<file path="config.mk">
export PLATFORM = sky130hd
export DESIGN_NAME = rkvr_sqrt
export DESIGN_NICKNAME = d
export VERILOG_FILES = /design/src/rtl/core/rkvr_sqrt.sv
export SDC_FILE = /design/constraint.sdc
export NUM_CORES = 1
export LEC_CHECK = 0
export ABC_AREA = 1
export BUFFER_PORTS_ARGS = -buffer_cell sky130_fd_sc_hd__buf_4
export CORE_ASPECT_RATIO = 1.2
export CORE_MARGIN = 1
export CORE_UTILIZATION = 30
export CTS_CLUSTER_DIAMETER = 40
export DETAILED_ROUTE_END_ITERATION = 16
export SLEW_MARGIN = 0
export SYNTH_ARGS = -nofsm -noshare
export SYNTH_HDL_FRONTEND = slang
export SYNTH_SLANG_ARGS = --single-unit
</file>
<file path="constraint.sdc">
create_clock -name clock -period 7 [get_ports clock]
set_input_delay 0.35 -clock clock [delete_from_list [all_inputs] [get_ports clock]]
set_output_delay 0.35 -clock clock [all_outputs]
set_load 0.05 [all_outputs]
</file>
<file path="src/rtl/core/rkvr_sqrt.sv">
// Serial integer square root, one root bit per cycle.
// Gives floor(sqrt(operand)) for the radial distance.
// Depends on nothing; widths come from parameters.
`default_nettype none

module rkvr_sqrt #(
   parameter int RW = 24
) (
   input  wire logic            clock,
   input  wire logic            reset,
   input  wire logic            start,
   input  wire logic [2*RW-1:0] operand,
   output logic                 done,
   output logic [RW-1:0]        root
);

   localparam int CW = (RW > 1) ? $clog2(RW) : 1;

   logic [2*RW-1:0] val_ff;
   logic [RW+1:0]   rem_ff;
   logic [RW-1:0]   root_ff;
   logic [CW-1:0]   cnt_ff;
   logic            busy_ff;
   logic            done_ff;

   logic [RW+3:0]   rem2;
   logic [RW+3:0]   trial;
   logic            ge;

   // bring down two operand bits, try root*4+1
   always_comb begin
      rem2  = {rem_ff, val_ff[2*RW-1 -: 2]};
      trial = (RW+4)'({root_ff, 2'b01});
      ge    = rem2 >= trial;
   end

   always_ff @(posedge clock) begin
      if (reset) begin
         busy_ff <= 1'b0;
         done_ff <= 1'b0;
         cnt_ff  <= '0;
      end else begin
         done_ff <= 1'b0;
         if (start) begin
            val_ff  <= operand;
            rem_ff  <= '0;
            root_ff <= '0;
            cnt_ff  <= CW'(RW - 1);
            busy_ff <= 1'b1;
         end else if (busy_ff) begin
            val_ff  <= {val_ff[2*RW-3:0], 2'b00};
            rem_ff  <= ge ? (RW+2)'(rem2 - trial) : (RW+2)'(rem2);
            root_ff <= {root_ff[RW-2:0], ge};
            cnt_ff  <= cnt_ff - 1'b1;
            if (cnt_ff == '0) begin
               busy_ff <= 1'b0;
               done_ff <= 1'b1;
            end
         end
      end
   end

   assign done = done_ff;
   assign root = root_ff;

endmodule

`default_nettype wire

</file>
Word-level counts from Yosys, hierarchy flattened
Index checks and enable logic that the tools add are counted.

word-level totals
  output and inout bits = 25
  flip-flop bits (word level) = 105
  word-level logic and storage cells = 28
  input port bits = 51

cells by class
  $lt $le $gt $ge = 1
  muxes and demuxes = 11
  reduce and logical (&&, ||, !) cells = 5
  bitwise gates (word level) = 2
  add/subtract/negate cells = 2

operator list
  cell                   count
  $mux W48               2
  $mux W26               2
  $ge A28 B26 Y1         1
  $sub A26 B26 Y26       1
  $mux W24               1
  $mux W5                2
  $logic_not A5 Y1       1
  $sub A5 B1 Y5 const B  1
  $mux W1                4
  $reduce_or A3 Y1       1
  $not A1 Y1             2
  $reduce_and A2 Y1      1
  $reduce_bool A2 Y1     1
  $reduce_or A2 Y1       1

Depth between registers and ports, before layout
  depth after elaboration = 4
  depth in mapped cells = 15
  depth with buffers taken out = 15

Least setup slack after synthesis
No wires, ideal clock.

  path type = register to register
  start = register busy_ff
  end = register busy_ff
  data arrival time = 5.111 ns
  setup slack = 1.812 ns
  period minus slack after synthesis = 5.188 ns
  buffers on the path = 0
  library setup time = 0.077 ns
  required time = 6.923 ns
  stages on the path, launching flop included = 5
  cell sequence = dfxtp_1 > nor2_1 > nor2_1 > o21ai_0 > inv_1

between the ends
  word-level cells in the longest chain between the ends = 2

ends and longest elaborated chain
  element                 RTL line  text
  start, declared         23        logic busy_ff;
  start signal, assigned  39        busy_ff <= 1'b0;
  start signal, assigned  49        busy_ff <= 1'b1;
  start signal, assigned  56        busy_ff <= 1'b0;
  $mux W1                 50        end else if (busy_ff) begin
  $mux W1                 44        if (start) begin

Every way passes these cells.
A chain may end at the register's enable or synchronous reset.

Final worst setup path
  start = register root_ff[9], in the netlist root[9]
  end = register rem_ff[19], data pin

between the ends
  word-level cells in the longest chain between the ends = 3
  elaborated cells on any way between the ends = 4
  those cells by class = 1 x add/sub; 1 x order compare; 2 x mux

ends and longest elaborated chain
  element                                                    RTL line  text
  start, declared                                            21        logic [RW-1:0] root_ff;
  start signal, assigned                                     53        root_ff <= {root_ff[RW-2:0], ge};
  $sub A26 B26 Y26 / $ge A28 B26 Y1 (equally long branches)  52, 34
  $mux W26 (*)                                               52        rem_ff <= ge ? (RW+2)'(rem2 - trial) : (RW+2)'(rem2);
  $mux W26 (*)                                               50
  end signal, assigned                                       52
  end, declared                                              20        logic [RW+1:0] rem_ff;

Mark *: on every way between the ends. The rest lies on a longest branch, timed or not. The select of a mux whose other input is x is not followed.

==> flow_summary.json <==
{
  "global_route.usage.total": 0.137,
  "setup.reg_to_reg.worst_slack_ns": 4.20,
  "regArea_um2": 3080,
  "final_design_area_no_fill_um2": 7550,
  "syn_area_um2": 6420,
  "floorplan.die.height_um": 162,
  "worst_r2r_endpoint": "rem_ff[19]",
  "design.die.area_um2": 22000,
  "worstPathCellList": "inv_1 > ha_1 > nand2_1 > nand2_1 > inv_1 > nand2_1 > clkinv_1 > nand3_1 > nand2_1 > nand3_4 > nand2_2 > nand2_1 > nand2_1 > inv_1",
  "syn-instance-count": 856,
  "final.min_clock_period_ns": 2.80,
  "cts.reportedPaths.clkPinSlew_ns": 0.08,
  "synth_top_area_share": 0.458,
  "drt_pre_antenna_iters": 5,
  "vias": 5296,
  "holdBufCountCts": 0,
  "start_kind": "flip-flop",
  "drt-wirelength-per-cell_um": 12.0,
  "crit_path_start": "root[9]",
  "cpMaxStageDelayCell": "sky130_fd_sc_hd__nand3_4",
  "start_util": 0.306,
  "multi_input_comb_area_um2": 2750,
  "postSynth.asyncResetShare": 0,
  "critical_path_arrival_ns": 2.92,
  "fmaxAchievable_mhz": 357,
  "hold_class": "primary input to flip-flop",
  "cts.sink_count": 105,
  "largest_net_degree_at_the_start_of_global_routing": 77,
  "synth_most_common_cell": "sky130_fd_sc_hd__nand2_1",
  "clock_power_share": 0.301,
  "cpMostUsedCell": "sky130_fd_sc_hd__nand2_1",
  "fin_skew_ns": 0.00561,
  "num-nets-final": 1003,
  "hold_viol": 0,
  "post-cts-setup-buffer-count": 0,
  "worstReg2RegStart": "root[9]",
  "timing.critical_path.required_ns": 7.12,
  "cap_viol_max_count": 0,
  "syn_nets": 935,
  "pin_count": 76,
  "core_region_area_um2": 21000,
  "relSlewSlack": 0.409,
  "cts.path.max_buffers": 2,
  "synth_area_per_cell_um2": 7.50,
  "power.ir.vdd_worst_mv": 0.115,
  "dp_hpwl_um": 10400,
  "detailed_place.area_um2": 7240,
  "timing.final.max_slew_violations": 0,
  "ctsResizeCount": 0,
  "power-per-cell-area_nw_per_um2": 232,
  "layout.cells.non_filler": 1199,
  "worst_path_dominant_cell_family": "simple AND/OR/NAND/NOR gates",
  "status": "finished, final reports clean",
  "synth_sequential_area_ratio": 0.480,
  "timing.reg2reg.worst_path_depth": 14,
  "netSwitchingFraction": 0.327,
  "route.detailed.drc": 0,
  "worst_setup_path_endpoint": "rem_ff[19]",
  "crit_fanout": 45,
  "path_depth": 14,
  "crit_path_end_kind": "flip-flop",
  "synth_area_leaders": "sky130_fd_sc_hd__edfxtp_1, sky130_fd_sc_hd__nand2_1, sky130_fd_sc_hd__inv_1",
  "routed_wl_um": 14400,
  "utilization": 0.360,
  "tritoncts": "yes",
  "antenna_found_initial": 0,
  "max_slew.worst_pin.slew_ns": 0.887,
  "cts_max_level": 3,
  "yosys_most_used_dff": "sky130_fd_sc_hd__edfxtp_1",
  "count_of_cells_along_the_worst_hold_path": 2,
  "power.net_switching_uw": 573,
  "yosys.cell_types.count": 34,
  "place.detailed.instances": 1183,
  "synth.cells.most_frequent": "sky130_fd_sc_hd__nand2_1, sky130_fd_sc_hd__inv_1, sky130_fd_sc_hd__edfxtp_1",
  "grt_pass1_vias": 5083,
  "layout_worst_path_cycle_share": 0.400,
  "finalSetupViolations": 0,
  "drive_above_1_share": 0.117,
  "gp_routability_congestion": 0.886,
  "crit_path_buffers_inverters": 4,
  "cts_inserted_buffers": 9,
  "critical_path_class": "flip-flop to flip-flop",
  "nFillCells": 2233,
  "pwr-share-comb": 0.258,
  "clk-insertion-delay-late_ns": 0.36,
  "synth-edff-count": 98,
  "n_antenna_cell": 0,
  "syn2layout_area_growth_pct": 17.5,
  "overflow_left_after_global_routing": 0,
  "grt_pass1_wl_um": 24000,
  "die-width_um": 136,
  "grt_setup_unrepaired": "false",
  "detail_route.vias_per_cell": 4.42,
  "rows": 58,
  "ctsRootBufferMaster": "sky130_fd_sc_hd__clkbuf_16",
  "drt.antenna.violating_nets": 0,
  "power.internal_mw": 1.18,
  "yosysWarningCount": 0,
  "setup_tns_final_ns": 0,
  "seq_power_share": 0.442,
  "static-leakage-power_nw": 3.85,
  "place.port_buffers": 75,
  "first_iter_violations": 267,
  "synth_seq_cells": 105,
  "slowest_delay_ns": 0.43,
  "synth_largest_area_cell": "sky130_fd_sc_hd__edfxtp_1"
}
## power by group through the flow
stage                     combinational, mW  sequential (mW)  clock (mW)
after detailed placement              0.454            0.788           0
after global routing                  0.515            0.779       0.557
final                                 0.451            0.774       0.526
after global placement                0.450            0.787           0
after floorplan                       0.312            0.815           0
after CTS                             0.455            0.774       0.536
## metal layers
metal | routed length [um] | vias to the layer above | track usage | part of all wire
met5 | 0 | - | 0 | 0
met4 | 220 | 0 | 0.0490 | 0.015
met3 | 541 | 15 | 0.0206 | 0.038
met1 | 6830 | 2384 | 0.179 | 0.48
met2 | 6770 | 106 | 0.226 | 0.47
li1 | - | 2791 | - | -
## flip-flops by register name, summed over array words and instances, names as in the netlist
register and count:
val_ff 48, root 24, rem_ff 26, done 1, cnt_ff 5, busy_ff 1
## worst min path at each step
| stage | start | to | slack, ns |
|---|---|---|---|
| after floorplan | reset | cnt_ff[4] | 0.42 |
| after global placement | cnt_ff[4] | cnt_ff[4] | 0.46 |
| after detailed placement | cnt_ff[4] | cnt_ff[4] | 0.47 |
| after CTS | reset | cnt_ff[4] | 0.18 |
| after global routing | reset | cnt_ff[4] | 0.19 |
| final | reset | cnt_ff[4] | 0.20 |
## metrics by stage
stage	total power, mW	setup WS (ns)	hold WS (ns)
6_report	1.75	4.20	0.196
5_1_grt	1.85	3.93	0.194
4_1_cts	1.77	4.17	0.182
3_5_place_dp	1.24	3.78	0.474
3_3_place_gp	1.24	3.85	0.461
2_1_floorplan	1.13	1.81	0.419
## cells by family after synthesis
family,share of synthesized area
AOI/OAI and AO/OA,0.0271
buffers and inverters,0.0931
adders and majority gates,0.0545
and+or+nand+nor,0.332
DFF,0.480
xor gates and xnor gates,0.0136
## area by class of cell
cell class                 count  share of cell area
sequential                   105               0.408
inverter                     131              0.0651
clock inverter                 6             0.00779
clock buffer                  10              0.0332
timing repair buffer          77              0.0766
multi-input combinational    600               0.364
tap                          270              0.0448
## placed cells by master, fill, tap and decap left out
cell type / instances
sky130_fd_sc_hd__nand2_1: 380
sky130_fd_sc_hd__inv_1: 128
sky130_fd_sc_hd__edfxtp_1: 98
sky130_fd_sc_hd__nor2_1: 94
sky130_fd_sc_hd__buf_4: 77
sky130_fd_sc_hd__nand3_1: 28
sky130_fd_sc_hd__ha_1: 28
sky130_fd_sc_hd__a21oi_1: 14
sky130_fd_sc_hd__clkbuf_16: 10
sky130_fd_sc_hd__nand4_1: 7
sky130_fd_sc_hd__dfxtp_1: 7
sky130_fd_sc_hd__nor2_2: 6
sky130_fd_sc_hd__xnor2_1: 6
sky130_fd_sc_hd__o21ai_0: 6
sky130_fd_sc_hd__nand3b_1: 6
sky130_fd_sc_hd__xor2_1: 4
sky130_fd_sc_hd__nand2_2: 3
sky130_fd_sc_hd__nor3_1: 3
sky130_fd_sc_hd__o21bai_1: 3
sky130_fd_sc_hd__inv_2: 2
sky130_fd_sc_hd__clkinv_4: 2
sky130_fd_sc_hd__nor2_4: 1
sky130_fd_sc_hd__nor3_2: 1
sky130_fd_sc_hd__a211oi_1: 1
sky130_fd_sc_hd__a21oi_2: 1
sky130_fd_sc_hd__clkinv_1: 1
sky130_fd_sc_hd__nand4_2: 1
sky130_fd_sc_hd__nand3_4: 1
sky130_fd_sc_hd__o31ai_1: 1
sky130_fd_sc_hd__a221oi_1: 1
sky130_fd_sc_hd__a21o_1: 1
sky130_fd_sc_hd__a31oi_1: 1
sky130_fd_sc_hd__nor4_1: 1
sky130_fd_sc_hd__o21ai_1: 1
sky130_fd_sc_hd__inv_6: 1
sky130_fd_sc_hd__clkinv_8: 1
sky130_fd_sc_hd__clkinv_2: 1
sky130_fd_sc_hd__inv_8: 1
Note: power is estimated with default switching activity, not from simulation.
