File: src/rtl/core/rkvr_div.sv
// Serial restoring divider, one quotient bit per cycle.
// Used for the per-axis scale division and the table position division.
// Depends on nothing; widths come from parameters.
`default_nettype none

module rkvr_div #(
   parameter int DW = 52,
   parameter int VW = 24,
   parameter int QW = 31
) (
   input  wire logic          clock,
   input  wire logic          reset,
   input  wire logic          start,
   input  wire logic [DW-1:0] dividend,
   input  wire logic [VW-1:0] divisor,
   output logic               busy,
   output logic               done,
   output logic [QW-1:0]      quotient
);

   localparam int CW = (QW > 1) ? $clog2(QW) : 1;

   logic [VW-1:0] rem_ff;
   logic [VW-1:0] dvs_ff;
   logic [QW-1:0] num_ff;
   logic [CW-1:0] cnt_ff;
   logic          busy_ff;
   logic          done_ff;

   logic [VW:0]   trial;
   logic          ge;

   // one trial subtraction per cycle
   always_comb begin
      trial = {rem_ff, num_ff[QW-1]};
      ge    = trial >= {1'b0, dvs_ff};
   end

   always_ff @(posedge clock) begin
      if (reset) begin
         busy_ff <= 1'b0;
         done_ff <= 1'b0;
         cnt_ff  <= '0;
      end else begin
         done_ff <= 1'b0;
         if (start) begin
            // top bits are known to sit below the divisor
            rem_ff  <= VW'(dividend >> QW);
            num_ff  <= dividend[QW-1:0];
            dvs_ff  <= divisor;
            cnt_ff  <= CW'(QW - 1);
            busy_ff <= 1'b1;
         end else if (busy_ff) begin
            rem_ff <= ge ? VW'(trial - {1'b0, dvs_ff}) : VW'(trial);
            num_ff <= {num_ff[QW-2:0], ge};
            cnt_ff <= cnt_ff - 1'b1;
            if (cnt_ff == '0) begin
               busy_ff <= 1'b0;
               done_ff <= 1'b1;
            end
         end
      end
   end

   assign busy     = busy_ff;
   assign done     = done_ff;
   assign quotient = num_ff;

endmodule

`default_nettype wire

File: config.mk
export PLATFORM = sky130hd
export DESIGN_NAME = rkvr_div
export DESIGN_NICKNAME = d
export VERILOG_FILES = /design/src/rtl/core/rkvr_div.sv
export SDC_FILE = /design/constraint.sdc
export NUM_CORES = 1
export LEC_CHECK = 0
export BUFFER_PORTS_ARGS = -buffer_cell sky130_fd_sc_hd__buf_2
export CAP_MARGIN = 40
export CORE_ASPECT_RATIO = 1.25
export CORE_MARGIN = 2
export CORE_UTILIZATION = 55
export CTS_CLUSTER_DIAMETER = 40
export DETAILED_ROUTE_END_ITERATION = 10
export GPL_TIMING_DRIVEN = 0
export PLACE_DENSITY = 0.81
export SYNTH_ARGS = -nofsm -noshare
export SYNTH_HDL_FRONTEND = slang
export SYNTH_SLANG_ARGS = --single-unit
export TNS_END_PERCENT = 10
File: constraint.sdc
create_clock -name clock -period 4.4 [get_ports clock]
set_input_delay 0.22 -clock clock [delete_from_list [all_inputs] [get_ports clock]]
set_output_delay 0.22 -clock clock [all_outputs]
set_load 0.03 [all_outputs]
# Word level (Yosys, flattened, before mapping)

Index checks and enable logic that the tools add are counted.

Register bits: 86
Output and inout port bits: 33
Logic and storage cells: 30
Input port bits: 79

Multiplexer cells: 11
$lt $le $gt $ge: 1
Bitwise logic cells: 2
Add/subtract/negate cells: 2
Reduce and logical (&&, ||, !) cells: 6

Operators by type and width:

| cell                                                               | count |
|---|---|
| 31-bit 2-to-1 mux                                                  | 2 |
| 24-bit 2-to-1 mux                                                  | 2 |
| 25-bit by 24-bit >= comparator with 1-bit output                   | 1 |
| 24-bit subtractor                                                  | 1 |
| 21-bit 2-to-1 mux                                                  | 1 |
| 5-bit 2-to-1 mux                                                   | 2 |
| 5-bit zero test                                                    | 1 |
| 5-bit by 1-bit subtractor with 5-bit output, second input constant | 1 |
| 1-bit 2-to-1 mux                                                   | 4 |
| 2-bit AND reduction                                                | 2 |
| 3-bit OR reduction                                                 | 1 |
| 1-bit NOT                                                          | 2 |
| 2-bit nonzero test                                                 | 1 |
| 2-bit OR reduction                                                 | 1 |

# Depth between registers and ports, before layout

Gate-level depths: netlist (run 1).

Word-level depth: 4
Gate-level depth with buffers: 12

# Worst setup path after synthesis (run 1)

No wires, ideal clock.

Path type: input to register
Start point: input port start
End point: register num_ff[0] (netlist: quotient[0]) (enable)
Path slack: 0.828 ns
Setup time: 0.468 ns
Stages on the path: 4
Required time: 3.932 ns
Data arrival time: 3.104 ns
Cells stage by stage: clkbuf_1 -> clkbuf_1 -> nor2_1 -> nor2_1

Word-level cells in the longest chain between the ends: 2

RTL lines:

| item                          | line | source |
|---|---|---|
| start, declared               | 13   | `input wire logic start,` |
| 2-bit nonzero test (no line)  | --   |  |
| 2-bit AND reduction (no line) | --   |  |
| end signal, assigned          | 49   | `num_ff <= dividend[QW-1:0];` |
| end signal, assigned          | 55   | `num_ff <= {num_ff[QW-2:0], ge};` |
| end, declared                 | 25   | `logic [QW-1:0] num_ff;` |

No other way between the ends.
A chain may end at the register's enable or synchronous reset.

# Worst setup path after layout (run 1)

Start point: register num_ff[30] (netlist: quotient[30])
End point: register rem_ff[20], data pin

Word-level cells in the longest chain between the ends: 4
Elaborated cells on any way between the ends: 5
Classes of those cells: add/sub: 1; order compare: 1; mux: 3

RTL lines:

| item                                                                                  | line   | source |
|---|---|---|
| 24-bit subtractor or 25-bit by 24-bit >= comparator with 1-bit output (tied branches) | 54, 36 |  |
| 24-bit 2-to-1 mux (*)                                                                 | 54     | `rem_ff <= ge ? VW'(trial - {1'b0, dvs_ff}) : VW'(trial);` |
| 24-bit 2-to-1 mux (*)                                                                 | 53     | `end else if (busy_ff) begin` |
| 21-bit 2-to-1 mux (*)                                                                 | 46     | `if (start) begin` |
| end signal, assigned                                                                  | 48     | `rem_ff <= VW'(dividend >> QW);` |
| end signal, assigned                                                                  | 54     |  |
| end, declared                                                                         | 23     | `logic [VW-1:0] rem_ff;` |

Every way passes the cells marked *; elsewhere a longest branch is shown, timed or not. The select of a mux whose other input is x is not followed.

==> results of run 1 <==
==> cells in the mapped netlist, drive strengths merged (2+ instances only) <==
library cell,count,area share (%)
o21a,2,0.31
and3,2,0.26
nand2,18,1.4
nor3b,5,0.77
nor2,33,2.5
a211oi,5,0.77
mux2,32,7.4
a21oi,38,4.4
a21o,3,0.49
inv,35,2.7
nor3,4,0.41
edfxtp,79,49
a31oi,2,0.26
buf,3,0.69
o21bai,4,0.61
o21ai,14,1.4
a221o,5,1.0
nand4,5,0.64
dfxtp,7,2.9
ha,26,6.7
o221ai,3,0.67
o211ai,2,0.41
xnor2,17,3.0
xor2,7,1.3
nor4b,2,0.36
nand3,5,0.51
clkbuf,11,0.92
nand2b,3,0.38
mux2i,18,3.7
==> path summary, 6_finish.rpt <==
kind	startpoint	endpoint	slack, ps	cells after the start
max reg2reg	quotient[30]	rem_ff[20]	1080	12
max	quotient[30]	rem_ff[20]	1080	12
min reg2reg	cnt_ff[0]	cnt_ff[0]	580	2
min	divisor[17]	dvs_ff[17]	20	1
==> registers in the layout (all words and copies together), names as in the netlist <==
| name | count |
|---|---|
| quotient | 31 |
| busy | 1 |
| dvs_ff | 24 |
| cnt_ff | 5 |
| rem_ff | 24 |
| done | 1 |
==> stage by stage <==
step / util (%) / instance area [sq um] / cells
floorplan: - / 4880 / 410
global placement: 64.5 / 5580 / 639
detailed placement: 65.2 / 5640 / 642
CTS: 67.2 / 5820 / 658
global route: 67.3 / 5830 / 659
finish: 67.3 / 5830 / 659
==> worst register-to-register path, stage by stage (launching register included) <==
cell	delay, ps
edfxtp_1	420
inv_1	100
ha_1	170
inv_1	50
fa_1	410
a21oi_2	200
o211ai_2	150
o41ai_4	410
o22ai_1	200
a311o_1	400
a21oi_2	160
xnor2_1	80
a221o_1	320
==> timing repair <==
action | 4_1_cts | 5_1_grt
setup endpoints to repair | 0 | 0
hold endpoints to repair | 0 | 1
gates resized for setup | 0 | 0
hold buffers | 0 | 1
==> report_power, final <==
part	switching, mW	internal [mW]	leakage, nW	total [mW]
sequential	0.0330	0.978	0.806	1.01
combinational	0.355	0.289	1.53	0.644
clock	0.304	0.208	0.0809	0.512
total	0.692	1.48	2.41	2.17
==> layer usage <==
layer  routed length, microns  vias to the layer above  part of all wire [%]
met5                        0                        -                     0
met4                      227                        0                   2.1
met3                      722                       20                   6.6
met2                     5450                      128                    50
met1                     4470                     1701                    41
li1                         -                     1770                     -
==> area by class of cell <==
class,instances,area [sq um],share of cell area (%)
buffer,15,111,1.91
sequential,86,2510,43.1
tap,120,150,2.58
inverter,35,131,2.25
multi-input combinational,274,2140,36.7
timing repair buffer,113,611,10.5
clock inverter,6,45.0,0.773
clock buffer,10,128,2.19
==> kinds of logic after synthesis <==
| kind of cell | synth area share, % |
|---|---|
| mux | 11.1 |
| simple gates | 8.28 |
| buf+inv | 4.97 |
| xor+xnor | 4.30 |
| fa+ha+maj | 7.07 |
| flops | 51.4 |
| compound gates | 12.9 |
==> reports/results.txt, run 1 <==
The flow ran to the end, and the final reports show no timing, DRC or antenna violations. The run gives 7.06% as the fraction of met3 tracks used by global routing. The signal on the critical path passes through inv_1, ha_1, inv_1, fa_1, a21oi_2, o211ai_2, o41ai_4, o22ai_1, a311o_1, a21oi_2, xnor2_1, a221o_1.

In this run the power density over the cells is 372 nW/um^2. The I/O pin total came out at 112. The tools report the total negative setup slack as 0 ps. Sequential elements use 51.4% of the synthesized area.

Count of distinct cell types in the synthesized netlist: 57. The logs give 0 for the number of diodes and 6 for the number of optimization iterations in the first detailed-route pass. The logs give 16900 microns for the first-pass GRT wire length and 3440 ps for the critical path arrival. The normalized max-slew margin was 43.8%; the die width was 88.3 microns.

For the number of setup buffers added after CTS, the log shows 0. The total area inside the core boundary comes to 8650 sq um. The run gives 0 as the max-slew violation total from the final report.

No sink is reached through more buffers than the 2 on the longest clock path. The count of nets left with antenna violations after detail routing is 0, and the worst setup slack after placement is 1110 ps. The floorplan step defined a die boundary enclosing 9650 sq um. For this run, design rule violations remaining after detail routing come to 0.

The fraction of final layout cells sized beyond drive strength 1 came out at 33.0%. The worst path uses 75.5% of the clock period. During synthesis, Yosys emitted a total of 0 warnings. At the later pin of the worst-skew pair, clock insertion delay measures 370 ps.

For the worst setup path, the data required time is 4520 ps. TritonCTS built the clock tree. The mapped netlist covers 4880 sq um. The congestion estimate from routability-driven global placement came to 0.916.

The worst setup path is launched from a flop. The count of input and output buffers is 109, and the deepest level of the CTS H-tree is 3. In the synthesized netlist the async set-or-reset flop fraction comes to 0%. Among all flip-flop cells after synthesis, the most frequent one is edfxtp_1. Most frequent standard cell in the layout excluding fill and tap cells: buf_2.

The synthesized area divided by synthesized cell count is 11.9 sq um. The root buffer cell chosen for the clock tree is clkbuf_8. The maximum clock frequency came out at 301 MHz.

The highest net fanout along the worst path is 5. The critical setup path kind is flop to flop. After the first detailed-routing iteration, the DRC count stood at 150. In the global route stage, met2 resource usage came out at 40.2%.

Summed over all layers, the global routing overflow is 0. The tools report the post-layout total power as 2.17 mW. The run gives 516 as the number of nets in the synthesized netlist. The tools report the kind of end point of the critical path as a flop. The slowest stage of the critical path is the edfxtp_1 cell. Setup violations remaining at the end of the flow were counted as 0.

The logs give 0 for the max-capacitance violation count and 23.2% for the total track usage. The path class of the tightest hold or removal check is input port to flop. In this design, the stage delay of the slowest critical-path cell is 420 ps.

The floorplan has 38 rows. The net count of the finished layout is 640. After clock tree synthesis, the clock-pin slew on the worst setup and hold paths is 90 ps.

Setup slack closes at 1080 ps. The register bit count reported by yosys came out at 86. The clock arrives with 8.23 ps of skew. For the worst voltage drop across the vdd grid, the log shows 0.000247 V. Counting the fill cells in the layout gives 697.

The run gives 28 as the pin count of the biggest net entering global routing. The run gives 20.1 ps as the worst hold slack. Synthesis produced a netlist whose cell count is 410. The logs give 0 for the number of antenna violations at the first check in global routing and 26.9% for the fraction of met1 tracks used by global routing. Summed over all cells, the static leakage comes to 2.41 nW. In this run, CTS created clock tree buffers numbering 9. The chip height is 109 microns. Number of global-route vias before repair: 3624. The routed wire length was 10900 microns; the post-detailed-route via-to-cell ratio was 5.49. met2 is the most crowded layer. The detailed-route wire length per cell is 16.5 microns, and the number of clock sinks seen by CTS is 86. In the layout the commonest cells are buf_2 (109), edfxtp_1 (79), inv_1 (34), a21oi_1 (34), mux2_2 (32). Setup repair after global routing left no endpoint under its margin.

At the pin with the least slew margin, the transition time is 843 ps. The routed via count is 3619, and the total buffers and inverters traversed by the critical path is 2. Once the floorplan was initialized, standard cells occupied 56.4% of the core. Detailed-placement wirelength estimate: 8250 microns. Cell class contributing the biggest share of worst-path delay: compound AO/OA/AOI/OAI gates. The number of hold violations in the final report is 0. The number of enable-type register cells in the synthesized netlist was 79; the growth of design area from synthesis to finish was 19.3%. Counting I/O delays and the setup requirement, the final critical path takes 3320 ps.
(Power assumes the default switching activity.)
==> inputs of run 2 (changes only) <==
- clock period: 4.4 -> 3.2 ns (I/O delays scaled with it)
==> reports/results.txt, run 2 (synthesis gave the netlist of run 1 again) <==
The run finished with clean final reports. The tools report the total negative setup slack as 0 ps. The die covers 9650 sq um.

The run gives 112 as the I/O pin total. The core region is 8650 sq um. The cell count of the worst reg-to-reg path is 13. The tools report the sink of the worst hold path as quotient[21]. The number of hold violations in the final report was 0. Critical setup path kind: flop to flop. For the register-to-register setup slack, the log shows 40 ps. For the number of global-route vias before repair, the log shows 3898. The cell count of the worst hold path came out at 2. For the number of antenna violations at the first check in global routing, the log shows 0.

The first-pass GRT wire length was 18000 microns; the time the worst path needs with I/O delays and setup was 3160 ps. The routed via count is 3799. In the layout the commonest cells are buf_2 (109), edfxtp_1 (79), inv_1 (34), a21oi_1 (34), mux2_2 (32).

The run gives 3280 ps as the critical path arrival. Final estimated routing congestion in global placement: 0.908. The tools report the detailed-placement wirelength estimate as 8380 microns. The worst setup path is launched from a flop.

After clock tree synthesis, the clock-pin slew on the worst setup and hold paths is 90 ps. Of the cells placed in the final design, the portion with a size suffix greater than 1 is 32.6%. The normalized max-slew margin is 51.5%.

The net count of the finished layout is 666. The placed cell area was 5660 sq um. For this run the aggregate overflow at the end of global routing stands at 0.

The detailed-route wire length per cell was 16.6 microns; the worst voltage drop across the vdd grid was 0.000338 V. After detailed routing, the total wire length is 11400 microns. After floorplanning, the core was divided into 38 placement rows.

TritonCTS built the clock tree. For the max-slew violation total from the final report, the log shows 0. The library cell used most frequently in the layout, excluding fill and tap cells, is buf_2. The final clock period utilization by the worst path was 98.9%.

For the worst setup path, the data required time is 3310 ps. Setup violations remaining at the end of the flow were counted as 0. The worst reg2reg path startpoint is quotient[30].

The chip height works out to 109 microns. For the pin with the worst max-slew slack, the measured transition is 726 ps. The repair_antennas step left the layout with diodes totalling 0. The cell area after layout was 6140 sq um; the number of DRC markers in iteration 0 was 228.

The die width was 88.3 microns; the count of input and output buffers was 109. The tools report the number of clock sinks seen by CTS as 86. The min-delay analysis places its worst path in the category input port to flop. The growth of design area from synthesis to finish is 25.6%, and the final non-filler cell total is 685.

The maximum clock frequency was 316 MHz. The run gives 70.9% as the share of the core filled with cells. Entering global routing, the biggest net connects 23 pins.

The run gives 3 as the deepest level of the CTS H-tree. For this run, the detailed router's first-pass iteration total came to 4. The root cell of the clock tree was clkbuf_8. The longest clock path from root to sink contains 2 buffers. The final worst clock skew was 9.37 ps. The worst register-to-register path ends at rem_ff[20]. Starting utilization of the core area: 56.4%. The flip-flop count of the largest register after layout works out to 31. In this run the most critical hold path is launched from dividend[21]. Power spread over the standard cell area amounts to 505 nW/um^2. Number of cells in the design after placement: 642.

The tools report the DRC violation count after routing as 0. Clock tree synthesis inserted a total of 9 buffers. Setup repair after global routing could not meet its margin everywhere.

Along the worst path, the maximum fanout reaches 5. Summed over all cells, the static leakage comes to 2.54 nW. The tools report the count of nets left with antenna violations after detail routing as 0. At the later pin of the worst-skew pair, clock insertion delay measures 360 ps.

The post-detailed-route via-to-cell ratio came out at 5.55. STA classifies the critical path endpoint as a flop. Global routing used 24.5% of the available tracks. The max-capacitance violation count was 0.
==> run 2: worst max-delay path: stages, from the launching register on <==
cell,delay [ps]
edfxtp_1,400
inv_1,90
ha_1,160
inv_1,70
fa_2,390
a21oi_4,170
o211ai_2,140
o41ai_4,280
buf_4,190
o22ai_1,90
a311o_1,370
a21oi_2,170
xnor2_1,80
a221o_1,330
==> run 2: report_power, final <==
| group | switching, mW | internal [mW] |
|---|---|---|
| Clock | 0.410 | 0.367 |
| Sequential | 0.0476 | 1.35 |
| Combinational | 0.503 | 0.429 |
| Total | 0.961 | 2.14 |
==> run 2: cell type report <==
class,instances,area [sq um]
Sequential cell,86,2510
Clock inverter,6,70.1
Clock buffer,10,128
Multi-Input combinational cell,274,2150
Fill cell,660,2520
Tap cell,120,150
Inverter,35,131
Buffer,15,111
Timing Repair Buffer,139,878
==> run 2: worst max path at each step <==
stage / to / cells past startpoint / start
floorplan: rem_ff[20] / 12 / quotient[30]
global placement: quotient[22] / 4 / start
detailed placement: rem_ff[22] / 12 / quotient[30]
CTS: rem_ff[20] / 13 / quotient[30]
global route: rem_ff[22] / 13 / quotient[30]
finish: rem_ff[20] / 13 / quotient[30]
==> run 2: stage by stage <==
step	worst slack [ps]	power [mW]	hold WS, ps
after floorplan	83.0	2.07	259
after global placement	-332	2.26	336
after detailed placement	-128	2.30	338
after CTS	50.0	3.11	79.5
after global routing	-105	3.24	86.8
final	35.1	3.10	95.0
==> run 2: what timing repair did <==
action,CTS,global route
hold buffers,24,0
endpoints found under the setup margin,2,13
buffers inserted,3,0
resized for setup,2,1
endpoints found under the hold margin,24,0
pin swaps,2,2
==> run 2: layer usage <==
layer | track usage [%] | part of all wire (%)
met2 | 41.6 | 51
met1 | 28.3 | 39
met5 | 0 | 0
met4 | 11.6 | 3.5
met3 | 6.91 | 6.8
